$ cat config.mk
export PLATFORM = sky130hd
export DESIGN_NAME = max_pool_1d_unit
export DESIGN_NICKNAME = d
export VERILOG_FILES = /design/src/hdl/mp1d_pkg.sv /design/src/hdl/mp1d_ram.sv /design/src/hdl/mp1d_ctrl.sv /design/src/hdl/mp1d_merge.sv /design/src/hdl/max_pool_1d_unit.sv
export SDC_FILE = /design/constraint.sdc
export NUM_CORES = 2
export LEC_CHECK = 0
export BUFFER_PORTS_ARGS = -buffer_cell sky130_fd_sc_hd__buf_2
export CAP_MARGIN = 0
export CORE_AREA = 2 2 327 297
export DETAILED_ROUTE_END_ITERATION = 16
export DIE_AREA = 0 0 329 299
export GPL_ROUTABILITY_DRIVEN = 0
export PLACE_DENSITY = 0.62
export SETUP_SLACK_MARGIN = 0.1
export SYNTH_ARGS = -nofsm -noshare
export SYNTH_HDL_FRONTEND = slang
export SYNTH_SLANG_ARGS = --single-unit
$ cat constraint.sdc
create_clock -name clk_i -period 16.05 [get_ports clk_i]
set_input_delay 3.21 -clock clk_i [delete_from_list [all_inputs] [get_ports clk_i]]
set_output_delay 3.21 -clock clk_i [all_outputs]
set_load 0.01 [all_outputs]
$ cat src/hdl/mp1d_pkg.sv
// ---------------------------------------------------------------------------
// mp1d_pkg
// Shared constants, register codes and control types of the max pool unit.
// ---------------------------------------------------------------------------
package mp1d_pkg;

  localparam int CHANNELS     = 64;
  localparam int MAX_POOL     = 16;
  localparam int SAMPLE_WIDTH = 16;

  localparam int POOL_W     = 5;
  localparam int NCH_W      = 7;
  localparam int WIN_W      = 16;
  localparam int CFG_IDX_W  = 2;
  localparam int CFG_DATA_W = 7;

  localparam int POOL_RESET = 2;
  localparam int NCH_RESET  = 64;

  typedef enum logic [CFG_IDX_W-1:0] {
    CFG_POOL_LENGTH  = 2'd0,
    CFG_NUM_CHANNELS = 2'd1
  } cfg_reg_e;

  typedef struct packed {
    logic first_row;
    logic last_row;
  } ctl_t;

endpackage

$ cat src/hdl/mp1d_ram.sv
// ---------------------------------------------------------------------------
// mp1d_ram
// Generic simple dual-port RAM, one write and one registered read port.
// ---------------------------------------------------------------------------
module mp1d_ram #(
  parameter int WIDTH = 16,
  parameter int DEPTH = 64,
  localparam int AW   = (DEPTH > 1) ? $clog2(DEPTH) : 1
) (
  input  logic             clk_i,
  input  logic             we_i,
  input  logic [AW-1:0]    waddr_i,
  input  logic [WIDTH-1:0] wdata_i,
  input  logic             re_i,
  input  logic [AW-1:0]    raddr_i,
  output logic [WIDTH-1:0] rdata_o
);

  logic [WIDTH-1:0] mem_q [DEPTH];
  logic [WIDTH-1:0] rdata_q;

  always_ff @(posedge clk_i) begin
    if (we_i) begin
      mem_q[waddr_i] <= wdata_i;
    end
    if (re_i) begin
      rdata_q <= mem_q[raddr_i];
    end
  end

  assign rdata_o = rdata_q;

endmodule

$ cat src/hdl/mp1d_ctrl.sv
// ---------------------------------------------------------------------------
// mp1d_ctrl
// Configuration registers and the channel, row and window position counters.
// ---------------------------------------------------------------------------
module mp1d_ctrl #(
  parameter int CHANNELS = mp1d_pkg::CHANNELS,
  parameter int MAX_POOL = mp1d_pkg::MAX_POOL,
  localparam int CH_W    = (CHANNELS > 1) ? $clog2(CHANNELS) : 1,
  localparam int ROW_W   = (MAX_POOL > 1) ? $clog2(MAX_POOL) : 1
) (
  input  logic                              clk_i,
  input  logic                              rst_ni,
  input  logic                              cfg_valid_i,
  input  logic [mp1d_pkg::CFG_IDX_W-1:0]    cfg_index_i,
  input  logic [mp1d_pkg::CFG_DATA_W-1:0]   cfg_data_i,
  input  logic                              in_fire_i,
  input  logic                              last_of_tensor_i,
  output logic [CH_W-1:0]                   ch_o,
  output mp1d_pkg::ctl_t                    ctl_o,
  output logic [mp1d_pkg::WIN_W-1:0]        win_o
);

  logic [mp1d_pkg::POOL_W-1:0] pool_q, pool_d;
  logic [mp1d_pkg::NCH_W-1:0]  nch_q, nch_d;
  logic [CH_W-1:0]             pos_q, pos_d;
  logic [ROW_W-1:0]            row_q, row_d;
  logic [mp1d_pkg::WIN_W-1:0]  win_q, win_d;

  logic [31:0]      plen_eff, nch_eff;
  logic [ROW_W-1:0] plen_m1;
  logic [CH_W-1:0]  nch_m1;
  logic [CH_W-1:0]  ch;
  logic             last_row;

  always_comb begin
    pool_d = pool_q;
    nch_d  = nch_q;
    if (cfg_valid_i) begin
      unique case (mp1d_pkg::cfg_reg_e'(cfg_index_i))
        mp1d_pkg::CFG_POOL_LENGTH:  pool_d = cfg_data_i[mp1d_pkg::POOL_W-1:0];
        mp1d_pkg::CFG_NUM_CHANNELS: nch_d  = cfg_data_i[mp1d_pkg::NCH_W-1:0];
        default: ;
      endcase
    end
  end

  always_comb begin
    if (pool_q == '0) begin
      plen_eff = 32'd1;
    end else if (32'(pool_q) > 32'(MAX_POOL)) begin
      plen_eff = 32'(MAX_POOL);
    end else begin
      plen_eff = 32'(pool_q);
    end
    if (nch_q == '0) begin
      nch_eff = 32'd1;
    end else if (32'(nch_q) > 32'(CHANNELS)) begin
      nch_eff = 32'(CHANNELS);
    end else begin
      nch_eff = 32'(nch_q);
    end
  end

  always_comb begin
    logic [31:0] plen_dec, nch_dec;
    plen_dec = plen_eff - 32'd1;
    nch_dec  = nch_eff - 32'd1;
    plen_m1  = plen_dec[ROW_W-1:0];
    nch_m1   = nch_dec[CH_W-1:0];
  end

  assign ch       = (pos_q > nch_m1) ? nch_m1 : pos_q;
  assign last_row = (row_q >= plen_m1);

  always_comb begin
    pos_d = pos_q;
    row_d = row_q;
    win_d = win_q;
    if (in_fire_i) begin
      if (ch == nch_m1) begin
        pos_d = '0;
        if (last_row) begin
          row_d = '0;
          win_d = win_q + 1'b1;
        end else begin
          row_d = row_q + 1'b1;
        end
      end else begin
        pos_d = ch + 1'b1;
      end
      if (last_of_tensor_i) begin
        pos_d = '0;
        row_d = '0;
        win_d = '0;
      end
    end
  end

  always_ff @(posedge clk_i or negedge rst_ni) begin
    if (!rst_ni) begin
      pool_q <= mp1d_pkg::POOL_W'(mp1d_pkg::POOL_RESET);
      nch_q  <= mp1d_pkg::NCH_W'(mp1d_pkg::NCH_RESET);
      pos_q  <= '0;
      row_q  <= '0;
      win_q  <= '0;
    end else begin
      pool_q <= pool_d;
      nch_q  <= nch_d;
      pos_q  <= pos_d;
      row_q  <= row_d;
      win_q  <= win_d;
    end
  end

  assign ch_o            = ch;
  assign ctl_o.first_row = (row_q == '0);
  assign ctl_o.last_row  = last_row;
  assign win_o           = win_q;

endmodule

$ cat src/hdl/mp1d_merge.sv
// ---------------------------------------------------------------------------
// mp1d_merge
// Read-modify-write stage: max update with bypass, write-back, result register.
// ---------------------------------------------------------------------------
module mp1d_merge #(
  parameter int CHANNELS     = mp1d_pkg::CHANNELS,
  parameter int SAMPLE_WIDTH = mp1d_pkg::SAMPLE_WIDTH,
  localparam int CH_W        = (CHANNELS > 1) ? $clog2(CHANNELS) : 1
) (
  input  logic                              clk_i,
  input  logic                              rst_ni,
  input  logic                              in_fire_i,
  input  logic [CH_W-1:0]                   ch_i,
  input  mp1d_pkg::ctl_t                    ctl_i,
  input  logic [SAMPLE_WIDTH-1:0]           sample_i,
  input  logic [mp1d_pkg::WIN_W-1:0]        win_i,
  output logic                              free_o,
  input  logic [SAMPLE_WIDTH-1:0]           rd_data_i,
  output logic                              wr_en_o,
  output logic [CH_W-1:0]                   wr_addr_o,
  output logic [SAMPLE_WIDTH-1:0]           wr_data_o,
  output logic                              out_valid_o,
  input  logic                              out_ready_i,
  output logic [SAMPLE_WIDTH-1:0]           max_value_o,
  output logic [CH_W-1:0]                   channel_o,
  output logic [mp1d_pkg::WIN_W-1:0]        window_index_o
);

  logic                       s1_valid_q, s1_valid_d;
  logic [CH_W-1:0]            s1_ch_q;
  mp1d_pkg::ctl_t             s1_ctl_q;
  logic [SAMPLE_WIDTH-1:0]    s1_sample_q;
  logic [mp1d_pkg::WIN_W-1:0] s1_win_q;
  logic                       byp_hit_q;
  logic [SAMPLE_WIDTH-1:0]    byp_data_q;

  logic                       out_valid_q, out_valid_d;
  logic [SAMPLE_WIDTH-1:0]    max_q;
  logic [CH_W-1:0]            chan_q;
  logic [mp1d_pkg::WIN_W-1:0] widx_q;

  logic                       s1_adv;
  logic [SAMPLE_WIDTH-1:0]    old_max;
  logic [SAMPLE_WIDTH-1:0]    new_max;

  assign s1_adv = s1_valid_q && (!s1_ctl_q.last_row || !out_valid_q || out_ready_i);
  assign free_o = !s1_valid_q || s1_adv;

  assign old_max = byp_hit_q ? byp_data_q : rd_data_i;
  assign new_max = (s1_ctl_q.first_row || ($signed(old_max) < $signed(s1_sample_q)))
                   ? s1_sample_q : old_max;

  assign wr_en_o   = s1_adv;
  assign wr_addr_o = s1_ch_q;
  assign wr_data_o = new_max;

  always_comb begin
    s1_valid_d = s1_valid_q;
    if (in_fire_i) begin
      s1_valid_d = 1'b1;
    end else if (s1_adv) begin
      s1_valid_d = 1'b0;
    end
    out_valid_d = out_valid_q;
    if (s1_adv && s1_ctl_q.last_row) begin
      out_valid_d = 1'b1;
    end else if (out_ready_i) begin
      out_valid_d = 1'b0;
    end
  end

  always_ff @(posedge clk_i or negedge rst_ni) begin
    if (!rst_ni) begin
      s1_valid_q  <= 1'b0;
      out_valid_q <= 1'b0;
    end else begin
      s1_valid_q  <= s1_valid_d;
      out_valid_q <= out_valid_d;
    end
  end

  always_ff @(posedge clk_i) begin
    if (in_fire_i) begin
      s1_ch_q     <= ch_i;
      s1_ctl_q    <= ctl_i;
      s1_sample_q <= sample_i;
      s1_win_q    <= win_i;
      byp_hit_q   <= s1_adv && (s1_ch_q == ch_i);
      byp_data_q  <= new_max;
    end
    if (s1_adv && s1_ctl_q.last_row) begin
      max_q  <= new_max;
      chan_q <= s1_ch_q;
      widx_q <= s1_win_q;
    end
  end

  assign out_valid_o    = out_valid_q;
  assign max_value_o    = max_q;
  assign channel_o      = chan_q;
  assign window_index_o = widx_q;

endmodule

$ cat src/hdl/max_pool_1d_unit.sv
// ---------------------------------------------------------------------------
// max_pool_1d_unit
// Streaming non-overlapping 1-D max pooling with per-channel maxima in RAM.
// ---------------------------------------------------------------------------
//  channel | signals                                        | dir
//  in      | in_valid_i/in_ready_o, sample_i, last_of_tensor_i | sink
//  out     | out_valid_o/out_ready_i, max_value_o, channel_o,  | source
//          | window_index_o                                  |
//  cfg     | cfg_valid_i/cfg_ready_o, cfg_index_i, cfg_data_i | sink
//
//  One input beat per cycle sustained unless a held result stalls input; the single-port-pair RAM sets the rate.
//  A window result passes the staging register, then the result register behind
//  out_valid_o, once the closing input beat is accepted.
//  Reset clears counters and valid flags, sets register defaults; RAM contents need no clearing pass.
//  A held result stalls input only while the staged item also closes a window.
//  cfg_ready_o is always high.
// ---------------------------------------------------------------------------
module max_pool_1d_unit #(
  parameter int CHANNELS     = mp1d_pkg::CHANNELS,
  parameter int MAX_POOL     = mp1d_pkg::MAX_POOL,
  parameter int SAMPLE_WIDTH = mp1d_pkg::SAMPLE_WIDTH,
  localparam int CH_W        = (CHANNELS > 1) ? $clog2(CHANNELS) : 1
) (
  input  logic                              clk_i,
  input  logic                              rst_ni,
  input  logic                              in_valid_i,
  output logic                              in_ready_o,
  input  logic [SAMPLE_WIDTH-1:0]           sample_i,
  input  logic                              last_of_tensor_i,
  output logic                              out_valid_o,
  input  logic                              out_ready_i,
  output logic [SAMPLE_WIDTH-1:0]           max_value_o,
  output logic [CH_W-1:0]                   channel_o,
  output logic [mp1d_pkg::WIN_W-1:0]        window_index_o,
  input  logic                              cfg_valid_i,
  output logic                              cfg_ready_o,
  input  logic [mp1d_pkg::CFG_IDX_W-1:0]    cfg_index_i,
  input  logic [mp1d_pkg::CFG_DATA_W-1:0]   cfg_data_i
);

  logic                       in_fire;
  logic [CH_W-1:0]            ch;
  mp1d_pkg::ctl_t             ctl;
  logic [mp1d_pkg::WIN_W-1:0] win;
  logic [SAMPLE_WIDTH-1:0]    rd_data;
  logic                       wr_en;
  logic [CH_W-1:0]            wr_addr;
  logic [SAMPLE_WIDTH-1:0]    wr_data;

  assign in_fire     = in_valid_i && in_ready_o;
  assign cfg_ready_o = 1'b1;

  mp1d_ctrl #(
    .CHANNELS (CHANNELS),
    .MAX_POOL (MAX_POOL)
  ) u_ctrl (
    .clk_i            (clk_i),
    .rst_ni           (rst_ni),
    .cfg_valid_i      (cfg_valid_i),
    .cfg_index_i      (cfg_index_i),
    .cfg_data_i       (cfg_data_i),
    .in_fire_i        (in_fire),
    .last_of_tensor_i (last_of_tensor_i),
    .ch_o             (ch),
    .ctl_o            (ctl),
    .win_o            (win)
  );

  mp1d_ram #(
    .WIDTH (SAMPLE_WIDTH),
    .DEPTH (CHANNELS)
  ) u_ram (
    .clk_i   (clk_i),
    .we_i    (wr_en),
    .waddr_i (wr_addr),
    .wdata_i (wr_data),
    .re_i    (in_fire),
    .raddr_i (ch),
    .rdata_o (rd_data)
  );

  mp1d_merge #(
    .CHANNELS     (CHANNELS),
    .SAMPLE_WIDTH (SAMPLE_WIDTH)
  ) u_merge (
    .clk_i          (clk_i),
    .rst_ni         (rst_ni),
    .in_fire_i      (in_fire),
    .ch_i           (ch),
    .ctl_i          (ctl),
    .sample_i       (sample_i),
    .win_i          (win),
    .free_o         (in_ready_o),
    .rd_data_i      (rd_data),
    .wr_en_o        (wr_en),
    .wr_addr_o      (wr_addr),
    .wr_data_o      (wr_data),
    .out_valid_o    (out_valid_o),
    .out_ready_i    (out_ready_i),
    .max_value_o    (max_value_o),
    .channel_o      (channel_o),
    .window_index_o (window_index_o)
  );

endmodule

==> results.txt <==
First-pass GRT wire length -> 179 mm
Die height -> 299 um
Tmin final -> 8.32 ns
Final setup skew -> 0.0487 ns
Slowest-stage cell, CP -> nor4_1
Crit share post-route -> 51.8%
DR vias/cell -> 6.03
Hold_sp -> u_merge.s1_win_q[11]
CTS tree -> yes
DP HPWL -> 67.9 mm
Status -> complete, no violations
Yosys Warn Count -> 0
Routed vias -> 28400
Worst-skew pair later-pin latency -> 0.71 ns
Min Hold Slack -> 0.419 ns
Ys flop type -> edfxtp_1
P per Cell Area -> 146 nW/um^2
Final-report setup violation count -> 0
Die Width -> 329 um
Critical path peak fanout -> 86
Vias in the first global route -> 27100
Async set-reset flop share out of synthesis -> 3.40%
WL per Instance -> 25.7 um
Top cells by area, synth -> edfxtp_1 (72%), nand2_1 (6.6%), a311oi_1 (3.0%), mux2i_1 (2.8%), and3_1 (2.3%)
Slew Viols, Final -> 0
VDD IR max -> 0.149 mV
Worst Path Required -> 16.42 ns
Slew HR -> 7.79%
Mapped Nets -> 3320
Antenna violations before repair -> 4
Share of post-route cells with drive strength above 1 -> 12.7%
Final Core Density -> 55.3%
Cell taking the most area after synthesis -> edfxtp_1
Synth cell types -> 70
Mapped cell area -> 47200 um^2
Worst Tran Pin Value -> 1.38 ns
P_sw -> 0.00210 W
WS Path Type -> reg2reg
Total Routing Usage GR -> 24.5%
Sequential power share -> 49.5%
Hold Crit Class -> reg2reg
CP endpoint kind -> flop
Largest net degree at the start of global routing -> 152
Area fraction of the dominant cell type after synthesis -> 72.2%
Post-cts resize count -> 0
Switching Share -> 27.3%
P_leak -> 18.5 nW
Register area share after synthesis -> 74.4%
Full die area -> 98400 um^2
Hold_buf cts -> 0
Final Hold Fails -> 0
CP most frequent cell -> buf_4
CP Cell Sequence -> nor3_2 -> nand2b_1 -> o21ai_0 -> nand2b_1 -> inv_1 -> ha_1 -> a21o_1 -> o31ai_2 -> o21bai_4 -> mux2i_4 -> buf_4 -> buf_4 -> buf_4 -> buf_4 -> mux2i_1 -> a221oi_1 -> nor4_1 -> nor3_1
Port Buffer Count -> 70
CP arrival -> 8.69 ns
Reg2reg start -> u_ctrl.nch_q[0]
CORE AREA -> 95300 um^2
Clk pwr share -> 35.0%
CTS Buf Count -> 115
Worst-path clk slew -> 0.07 ns
Starting density of the core -> 49.5%
Clock sink total -> 1175
Reg2reg setup slack -> 7.73 ns
CTS max path bufs -> 3
CTS H-Tree Depth -> 3
Post-Route WL -> 121 mm
DRC -> 0
Area growth syn-to-layout -> 11.7%
Clk root buf -> clkbuf_16
Gr ovfl total -> 0
Post-synthesis cell count -> 3261
Buf/Inv on CP -> 5
Int Pwr -> 0.00558 W
Synthesis-stage register bit count -> 1175
Max_cap viols -> 0
Most common cell in the netlist -> edfxtp_1
Final Net Count -> 3403
Largest stage delay, worst path -> 1.13 ns
DRT Pass-1 Iters -> 6
Largest delay share family, worst path -> buffers and inverters
I/O pins -> 72
Comb power frac -> 15.5%
Number of nets with antenna violations after routing -> 0
Highest achievable clock rate -> 0.120 GHz
Setup_tns -> 0 ns
Fillers -> 7564
Type of origin of the critical path -> flop
Crit. Startpoint -> u_ctrl.nch_q[0]
Top post-synthesis cells by count -> edfxtp_1 (1135), nand2_1 (828), and3_1 (170)
RSZ-0062 raised after global routing -> false
Post-Syn Area per Cell -> 14.5 um^2
Rows -> 108
Number of flops mapped to enable cells by yosys -> 1135
Setup bufs post-CTS -> 0
Initial DRC Count -> 3453
registers in the layout, indices dropped and copies added (netlist names), 16 cells and up:
signal	count
u_merge.s1_win_q	16
u_merge.byp_data_q	16
u_ram.rdata_o	16
u_ram.mem_q	1024
u_ctrl.win_o	16
u_merge.s1_sample_q	16
u_merge.window_index_o	16
u_merge.max_value_o	16
through the flow:
step	std cells	setup slack, ns	power, W	cell area [um^2]
final	4705	7.73	0.00767	52700
after floorplan	3261	9.31	0.00453	47200
after global routing	4703	7.30	0.00792	52700
after global placement	4492	7.92	0.00500	48900
after CTS	4703	7.86	0.00771	52700
after detailed placement	4492	7.87	0.00504	48900
layer usage:
metal / global-route usage (%) / wire, um / part of all wire [%] / up-vias
met3: 4.41 / 11300 / 9.3 / 204
met1: 36.8 / 51900 / 43 / 14400
met5: 0 / 13 / 0.011 / -
met2: 36.9 / 54800 / 45 / 1292
li1: - / - / - / 12500
met4: 6.89 / 3060 / 2.5 / 2
worst register-to-register path, cell delays in order (launching register included):
cell      delay, ns
dfrtp_1        0.48
nor3_2         0.34
nand2b_1       0.14
o21ai_0        0.18
nand2b_1       0.18
inv_1          0.15
ha_1           0.27
a21o_1         0.22
o31ai_2        0.31
o21bai_4       0.24
mux2i_4        0.25
buf_4          0.71
buf_4          0.84
buf_4          1.01
buf_4          0.97
mux2i_1        0.31
a221oi_1       0.10
nor4_1         1.13
nor3_1         0.16
area by class of cell:
| class | instances | area [um^2] | area share (%) |
|---|---|---|---|
| repair buffers | 159 | 1030 | 1.96 |
| diodes | 2 | 5.00 | 0.00950 |
| well taps | 1265 | 1580 | 3.00 |
| clock buffers | 137 | 3010 | 5.72 |
| multi-input cells | 1862 | 11100 | 21.0 |
| inverters | 31 | 128 | 0.242 |
| flip-flops and latches | 1175 | 35100 | 66.6 |
| clock inverters | 74 | 763 | 1.45 |
final timing paths:
path / to / depth (start not counted)
max: u_ram.rdata_o[1] / 18
min: u_merge.window_index_o[11] / 0
max reg2reg: u_ram.rdata_o[1] / 18
min reg2reg: u_merge.window_index_o[11] / 0
max in group asynchronous: u_ctrl.win_o[11] / 1
min in group asynchronous: u_ctrl.nch_q[5] / 1
power groups by stage:
stage	logic [W]	registers, W	clock network, W
floorplan	0.000690	0.00384	0
global placement	0.00115	0.00386	0
detailed placement	0.00118	0.00386	0
CTS	0.00119	0.00380	0.00273
global route	0.00128	0.00380	0.00284
finish	0.00119	0.00380	0.00269
cells in the final DEF (no fill, tap or decap), types with 5 or more instances in the layout:
master and count:
edfxtp_1 1135, mux2i_1 130, nor4_1 32, nand2b_1 7, a311oi_1 160, nor2_2 21, nand3b_1 5, buf_2 70
nor2_1 77, nor3b_1 5, bufinv_16 13, clkbuf_1 18, nor3_1 12, a21o_1 8, inv_1 27, nand2_1 827
nor3_2 10, clkinv_1 26, nor2b_1 6, ha_1 28, a21oi_1 76, xnor2_1 14, o21ai_0 19, dfrtp_1 38
or4_1 16, o22ai_1 16, o31ai_1 20, buf_4 88, clkinv_2 23, clkbuf_16 116, mux2_2 43, xor2_1 10
nand3_1 17, a221oi_1 64, and3_1 169, or3_1 9, o21a_1 8
logic make-up after synthesis:
family                     count (synthesis)  share of synthesized area (%)
adders and majority gates                 28                          0.743
DFF                                     1175                           74.4
AOI/OAI and AO/OA                        399                           6.60
buffers and inverters                    224                           2.30
muxes                                    176                           3.86
xor gates and xnor gates                  24                          0.446
other                                      1                        0.00795
and+or+nand+nor                         1234                           11.7
(Power assumes the default switching activity.)
